`src/rtl/core/gpio_irq_pkg.sv`:
```
// ----------------------------------------------------------------------------
// gpio_irq_pkg
// types and constants shared by the gpio port with interrupts
// ----------------------------------------------------------------------------
package gpio_irq_pkg;

  localparam int unsigned DATA_W         = 8;
  localparam int unsigned MAX_PORT_WIDTH = 32;
  localparam int unsigned PORT_WIDTH_DEF = 8;

  typedef enum logic [1:0] {
    OP_READ  = 2'd0,
    OP_WRITE = 2'd1,
    OP_TICK  = 2'd2,
    OP_NONE  = 2'd3
  } op_t;

  typedef enum logic [3:0] {
    SEL_DATA   = 4'd0,
    SEL_DIR    = 4'd1,
    SEL_SENSE  = 4'd2,
    SEL_BOTH   = 4'd3,
    SEL_EVENT  = 4'd4,
    SEL_MASK   = 4'd5,
    SEL_RAW    = 4'd6,
    SEL_MASKED = 4'd7,
    SEL_CLEAR  = 4'd8
  } sel_t;

  typedef struct packed {
    logic [1:0]        op;
    logic [3:0]        reg_select;
    logic [DATA_W-1:0] data_mask;
    logic [DATA_W-1:0] write_data;
    logic [DATA_W-1:0] pin_levels;
  } req_t;

  typedef struct packed {
    logic [DATA_W-1:0] read_data;
    logic [DATA_W-1:0] pad_out;
    logic [DATA_W-1:0] pad_enable;
    logic              irq;
  } rsp_t;

endpackage

```
`src/rtl/core/gpio_irq_regfile.sv`:
```
// ----------------------------------------------------------------------------
// gpio_irq_regfile
// port registers, edge latches and read mux; gives the beat for one request
// ----------------------------------------------------------------------------
module gpio_irq_regfile #(
  parameter int unsigned PORT_WIDTH = gpio_irq_pkg::PORT_WIDTH_DEF
) (
  input  logic               clk,
  input  logic               rst,
  input  logic               en,
  input  gpio_irq_pkg::req_t req,
  output gpio_irq_pkg::rsp_t rsp_next
);

  localparam int unsigned MaxW = gpio_irq_pkg::MAX_PORT_WIDTH;
  localparam int unsigned DW   = gpio_irq_pkg::DATA_W;

  logic [PORT_WIDTH-1:0] out_data, direction, sense_level, both_edges;
  logic [PORT_WIDTH-1:0] event_high, int_mask, raw_status, last_pins;

  logic [PORT_WIDTH-1:0] out_data_next, direction_next, sense_level_next, both_edges_next;
  logic [PORT_WIDTH-1:0] event_high_next, int_mask_next, raw_status_next, last_pins_next;

  logic [MaxW-1:0]       dmask_w, wd_w, pins_w, rd_w, pad_out_w, pad_en_w;
  logic [PORT_WIDTH-1:0] dmask, wd, pins, rd;
  logic [PORT_WIDTH-1:0] raw_now, raw_now_next, rise, fall, ev;

  assign dmask_w = MaxW'(req.data_mask);
  assign wd_w    = MaxW'(req.write_data);
  assign pins_w  = MaxW'(req.pin_levels);
  assign dmask   = dmask_w[PORT_WIDTH-1:0];
  assign wd      = wd_w[PORT_WIDTH-1:0];
  assign pins    = pins_w[PORT_WIDTH-1:0];

  assign raw_now = (raw_status & ~sense_level) |
                   (~(last_pins ^ event_high) & sense_level);

  assign rise = ~last_pins & pins;
  assign fall = last_pins & ~pins;
  assign ev   = (both_edges & (rise | fall)) |
                (~both_edges & ((rise & event_high) | (fall & ~event_high)));

  always_comb begin
    out_data_next    = out_data;
    direction_next   = direction;
    sense_level_next = sense_level;
    both_edges_next  = both_edges;
    event_high_next  = event_high;
    int_mask_next    = int_mask;
    raw_status_next  = raw_status;
    last_pins_next   = last_pins;
    rd               = '0;
    unique case (gpio_irq_pkg::op_t'(req.op))
      gpio_irq_pkg::OP_READ: begin
        case (gpio_irq_pkg::sel_t'(req.reg_select))
          gpio_irq_pkg::SEL_DATA:
            rd = ((out_data & direction) | (last_pins & ~direction)) & dmask;
          gpio_irq_pkg::SEL_DIR:    rd = direction;
          gpio_irq_pkg::SEL_SENSE:  rd = sense_level;
          gpio_irq_pkg::SEL_BOTH:   rd = both_edges;
          gpio_irq_pkg::SEL_EVENT:  rd = event_high;
          gpio_irq_pkg::SEL_MASK:   rd = int_mask;
          gpio_irq_pkg::SEL_RAW:    rd = raw_now;
          gpio_irq_pkg::SEL_MASKED: rd = raw_now & int_mask;
          default:                  rd = '0;
        endcase
      end
      gpio_irq_pkg::OP_WRITE: begin
        case (gpio_irq_pkg::sel_t'(req.reg_select))
          gpio_irq_pkg::SEL_DATA:  out_data_next = (out_data & ~dmask) | (wd & dmask);
          gpio_irq_pkg::SEL_DIR:   direction_next = wd;
          gpio_irq_pkg::SEL_SENSE: begin
            sense_level_next = wd;
            raw_status_next  = raw_status & ~wd;
          end
          gpio_irq_pkg::SEL_BOTH:  both_edges_next = wd;
          gpio_irq_pkg::SEL_EVENT: event_high_next = wd;
          gpio_irq_pkg::SEL_MASK:  int_mask_next = wd;
          gpio_irq_pkg::SEL_CLEAR: raw_status_next = raw_status & ~wd;
          default: ;
        endcase
      end
      gpio_irq_pkg::OP_TICK: begin
        raw_status_next = (raw_status | ev) & ~sense_level;
        last_pins_next  = pins;
      end
      gpio_irq_pkg::OP_NONE: ;
    endcase
  end

  assign raw_now_next = (raw_status_next & ~sense_level_next) |
                        (~(last_pins_next ^ event_high_next) & sense_level_next);

  assign rd_w      = MaxW'(rd);
  assign pad_out_w = MaxW'(out_data_next);
  assign pad_en_w  = MaxW'(direction_next);

  assign rsp_next.read_data  = rd_w[DW-1:0];
  assign rsp_next.pad_out    = pad_out_w[DW-1:0];
  assign rsp_next.pad_enable = pad_en_w[DW-1:0];
  assign rsp_next.irq        = |(raw_now_next & int_mask_next);

  always_ff @(posedge clk) begin
    if (rst) begin
      out_data    <= '0;
      direction   <= '0;
      sense_level <= '0;
      both_edges  <= '0;
      event_high  <= '0;
      int_mask    <= '0;
      raw_status  <= '0;
      last_pins   <= '0;
    end else if (en) begin
      out_data    <= out_data_next;
      direction   <= direction_next;
      sense_level <= sense_level_next;
      both_edges  <= both_edges_next;
      event_high  <= event_high_next;
      int_mask    <= int_mask_next;
      raw_status  <= raw_status_next;
      last_pins   <= last_pins_next;
    end
  end

`ifndef SYNTHESIS
  a_no_latch_on_level: assert property (@(posedge clk) disable iff (rst)
    (raw_status & sense_level) == '0)
    else $error("edge latch set on a level-sensed pin");

  a_tick_samples: assert property (@(posedge clk) disable iff (rst)
    (en && (req.op == gpio_irq_pkg::OP_TICK)) |=> (last_pins == $past(pins)))
    else $error("tick did not capture pin levels");

  a_read_keeps_state: assert property (@(posedge clk) disable iff (rst)
    (en && (req.op == gpio_irq_pkg::OP_READ)) |=>
      ($stable(out_data) && $stable(direction) && $stable(raw_status)
       && $stable(last_pins)))
    else $error("read changed port state");
`endif

endmodule

```
`src/rtl/core/gpio_port_with_interrupts_top.sv`:
```
// a request beat passes the request register, then the result register, before its response beat
// throughput: one request per cycle while the response side keeps up
// a stalled response lets the request register take one more beat, then req_ready drops
// reset: synchronous, clears every port register, edge latch and pin history to zero
// ----------------------------------------------------------------------------
// gpio_port_with_interrupts_top
// gpio port with masked data access and edge or level interrupts
// ----------------------------------------------------------------------------
module gpio_port_with_interrupts_top #(
  parameter int unsigned PORT_WIDTH = gpio_irq_pkg::PORT_WIDTH_DEF
) (
  input  logic               clk,
  input  logic               rst,
  input  logic               req_valid,
  output logic               req_ready,
  input  gpio_irq_pkg::req_t req,
  output logic               rsp_valid,
  input  logic               rsp_ready,
  output gpio_irq_pkg::rsp_t rsp
);

  logic               s1_valid;
  gpio_irq_pkg::req_t s1_req;
  logic               advance;
  gpio_irq_pkg::rsp_t rsp_next;

  assign advance   = s1_valid && (!rsp_valid || rsp_ready);
  assign req_ready = !s1_valid || advance;

  always_ff @(posedge clk) begin
    if (rst) begin
      s1_valid <= 1'b0;
    end else if (req_ready) begin
      s1_valid <= req_valid;
    end
  end

  always_ff @(posedge clk) begin
    if (req_valid && req_ready) begin
      s1_req <= req;
    end
  end

  gpio_irq_regfile #(
    .PORT_WIDTH(PORT_WIDTH)
  ) u_regfile (
    .clk      (clk),
    .rst      (rst),
    .en       (advance),
    .req      (s1_req),
    .rsp_next (rsp_next)
  );

  always_ff @(posedge clk) begin
    if (rst) begin
      rsp_valid <= 1'b0;
    end else if (advance) begin
      rsp_valid <= 1'b1;
    end else if (rsp_ready) begin
      rsp_valid <= 1'b0;
    end
  end

  always_ff @(posedge clk) begin
    if (advance) begin
      rsp <= rsp_next;
    end
  end

endmodule

```
`config.mk`:
```
export PLATFORM = sky130hd
export DESIGN_NAME = gpio_port_with_interrupts_top
export DESIGN_NICKNAME = d
export VERILOG_FILES = /design/src/rtl/core/gpio_irq_pkg.sv /design/src/rtl/core/gpio_irq_regfile.sv /design/src/rtl/core/gpio_port_with_interrupts_top.sv
export SDC_FILE = /design/constraint.sdc
export NUM_CORES = 1
export LEC_CHECK = 0
export ABC_CLOCK_PERIOD_IN_PS = 5500
export BUFFER_PORTS_ARGS = -buffer_cell sky130_fd_sc_hd__clkbuf_2
export CAP_MARGIN = 20
export CORE_MARGIN = 8
export CORE_UTILIZATION = 60
export DETAILED_ROUTE_END_ITERATION = 6
export PLACE_DENSITY = 0.81
export SLEW_MARGIN = 20
export SYNTH_ARGS = -nofsm -noshare
export SYNTH_HDL_FRONTEND = slang
export SYNTH_SLANG_ARGS = --single-unit
```
`constraint.sdc`:
```
create_clock -name clk -period 5.5 [get_ports clk]
set_input_delay 0.275 -clock clk [delete_from_list [all_inputs] [get_ports clk]]
set_output_delay 0.275 -clock clk [all_outputs]
set_load 0.005 [all_outputs]
```
==> qor.txt <==
outcome: completed
Final Cycle Share: 65.1%
initial core utilization: 61.4%
Tot GR Track Use: 26.2%
top cells by area, synth: edfxtp_1, dfxtp_1, nand2_1
crit path max fanout: 19
met2 usage: 40.5%
PortBufs: 60
WHS Endpoint: rsp_valid
top-area cell type share of the netlist area: 26.3%
first-pass GRT wire length: 29000 um
fin nets: 816
number of enable flip-flop cells after synthesis: 55
Least-Margin Pin Slew: 973 ps
top cells by count, synth: nand2_1, a21oi_1, nor2_1, dfxtp_1, edfxtp_1
CP cell instances: buf_4 -> inv_2 -> and4_1 -> mux2_2 -> nor4_1 -> a2111oi_1 -> nand4_1 -> or4_1
Post-Synthesis Cells: 687
Routed Antenna Nets: 0
grt met3 use: 6.66%
Initial DRT Pass Iterations: 5
fraction of layout cells with a size suffix above 1: 14.7%
Top FF cell, synth: dfxtp_1
Clock Latency Late Sink: 550 ps
hold crit path type: in -> reg
worst vdd ir: 0.000284 V
Post-Syn Area: 6280 sq um
max cap viols: 0
Max Freq: 279 MHz
Synth cell types: 55
met1 global-route usage: 33.8%
# H-tree levels: 4
Async S/R FF share, synth: 0%
post-CTS setup buffer count: 0
worst r2r path cells: 8
antenna violations before repair: 0
Mean Syn Cell Area: 9.14 sq um
RSZ-0062 raised after global routing: false
die height: 118 um
post-layout min period: 3580 ps
Num Clock Sinks: 121
vias in the first global route: 5512
die width: 118 um
Pwr Density: 295 nW/um^2
DRC Markers: 0
critical path's largest stage delay: 750 ps
CTS buffer count: 17
diodes inserted: 0
Layout area overhead: 19.2%
CP arrival: 3860 ps
Die ar.: 14000 sq um
Critical R2R Launch: s1_req[24]
DR vias: 5559
GRT busiest layer: met2
Rows: 37
Reg2Reg Setup Slack: 1920 ps
pin count of the biggest net entering global routing: 67
clk root buf: clkbuf_8
reg2reg end: rsp[0]
flop and latch count out of synthesis: 121
WHS: 86.8 ps
GPL Wtd Cong: 0.965
GR Overflow Total: 0
syn_nets: 740
Slew headroom: 34.6%
io pins: 61
number of cells on the worst hold path: 4
TritonCTS clock tree: done
sequential area share after synthesis: 47.3%
CP max-delay cell: and4_1
Startpoint Class: flip-flop
Final Hold Fails: 0
crit end category: flip-flop
Worst-path clk slew: 60 ps
top-count cell post-synth: nand2_1
CTS Buffer Depth: 2
vias per cell: 6.10
routed len/inst: 20.1 um
fin. max-slew vios: 0
setup violators final: 0
initial drt markers: 795
Worst EP required: 5780 ps
Worst Skew: 9.65 ps
Fin Setup TNS: 0 ps
Synth Warn #: 0
total wire length: 18300 um
Synth area leader: edfxtp_1
crit path kind: reg -> reg
worst hold start: rsp_ready
HPWL after DPL: 12400 um
core region area: 10200 sq um
Layout Utilization: 73.2%
Lkg Pwr: 2.82 nW
## kinds of logic (layout without fill, tap and decap cells)
family | Yosys count | after routing | share of synthesized area [%]
multiplexers | 52 | 52 | 8.63
adder cells (fa/ha/maj) | 19 | 19 | 3.79
AND/OR/NAND/NOR | 236 | 236 | 16.7
flip-flops | 121 | 121 | 47.3
XOR/XNOR | 13 | 13 | 1.81
AO/OA/AOI/OAI | 171 | 171 | 17.0
buffers and inverters | 75 | 164 | 4.78
## layout by cell type, fill, tap and decap left out, types with 3 or more instances in the layout
cell,n
clkbuf_8,6
nand2_1,107
a211o_1,5
nand2b_1,3
nor3_1,8
a31oi_1,6
ha_1,19
nand3_1,13
a32o_1,4
xor2_1,5
a221oi_1,6
a2111oi_0,4
o21ai_1,3
and2_1,5
clkbuf_2,60
clkbuf_16,16
clkbuf_1,7
nor2_1,68
mux2_1,3
mux2i_1,35
edfxtp_1,55
mux2_2,14
dfxtp_1,66
a22oi_1,4
xnor2_1,8
a21oi_1,70
o22ai_1,22
inv_1,33
o221ai_1,7
nor4_1,6
a211oi_1,13
o21ai_0,19
buf_4,6
nor2b_1,9
dlygate4sd3_1,31
## critical path: cells and delay by family, from the launching register on
family | cells | cell delay, ps
DFF | 1 | 680
AOI/OAI and AO/OA | 1 | 380
and+or+nand+nor | 4 | 1480
muxes | 1 | 290
buffers and inverters | 2 | 480
## power breakdown
part | internal, mW | switching [mW] | leakage [nW]
Sequential | 0.974 | 0.0365 | 1.07
Combinational | 0.0672 | 0.0928 | 1.48
Clock | 0.658 | 0.381 | 0.271
Total | 1.70 | 0.511 | 2.82
## metal layers
metal	up-vias	part of all wire, %
met5	-	0
met4	0	2.8
met3	51	9.2
met2	283	46
met1	2610	42
li1	2615	-
## sequential cells by signal (all words and copies together) (netlist names)
name	count
u_regfile.int_mask	8
rsp	25
u_regfile.event_high	8
u_regfile.out_data	8
u_regfile.raw_status	8
u_regfile.both_edges	8
u_regfile.sense_level	8
u_regfile.direction	8
u_regfile.last_pins	8
s1_valid	1
s1_req	30
rsp_valid	1
## worst max-delay path by stage
stage / start / to / slack (ps)
after floorplan: s1_req[29] / rsp[0] / 2780
after global placement: s1_req[24] / rsp[0] / 2050
after detailed placement: s1_req[24] / rsp[0] / 2000
after CTS: s1_req[24] / rsp[0] / 1990
after global routing: s1_req[24] / rsp[0] / 1820
final: s1_req[24] / rsp[0] / 1920
## metrics by stage
step                std cells  setup slack [ps]  total power [mW]  instance area, sq um
CTS                       912              1990              2.21                  7490
floorplan                 687              2780              1.11                  6280
global placement          849              2050              1.16                  6630
detailed placement        849              2000              1.17                  6630
finish                    912              1920              2.21                  7490
global route              912              1820              2.27                  7490
## area by class of cell
| cell class | count | area, sq um |
|---|---|---|
| Inverter | 35 | 131 |
| Tap cell | 136 | 170 |
| Clock inverter | 3 | 40.0 |
| Fill cell | 736 | 2750 |
| Multi-Input combinational cell | 491 | 3010 |
| Timing Repair Buffer | 97 | 656 |
| Sequential cell | 121 | 2970 |
| Clock buffer | 29 | 509 |
## timing repair
action,in CTS,in global routing
hold buffers,31,0
resized for setup,0,0
endpoints found under the hold margin,31,0
(Power assumes the default switching activity.)
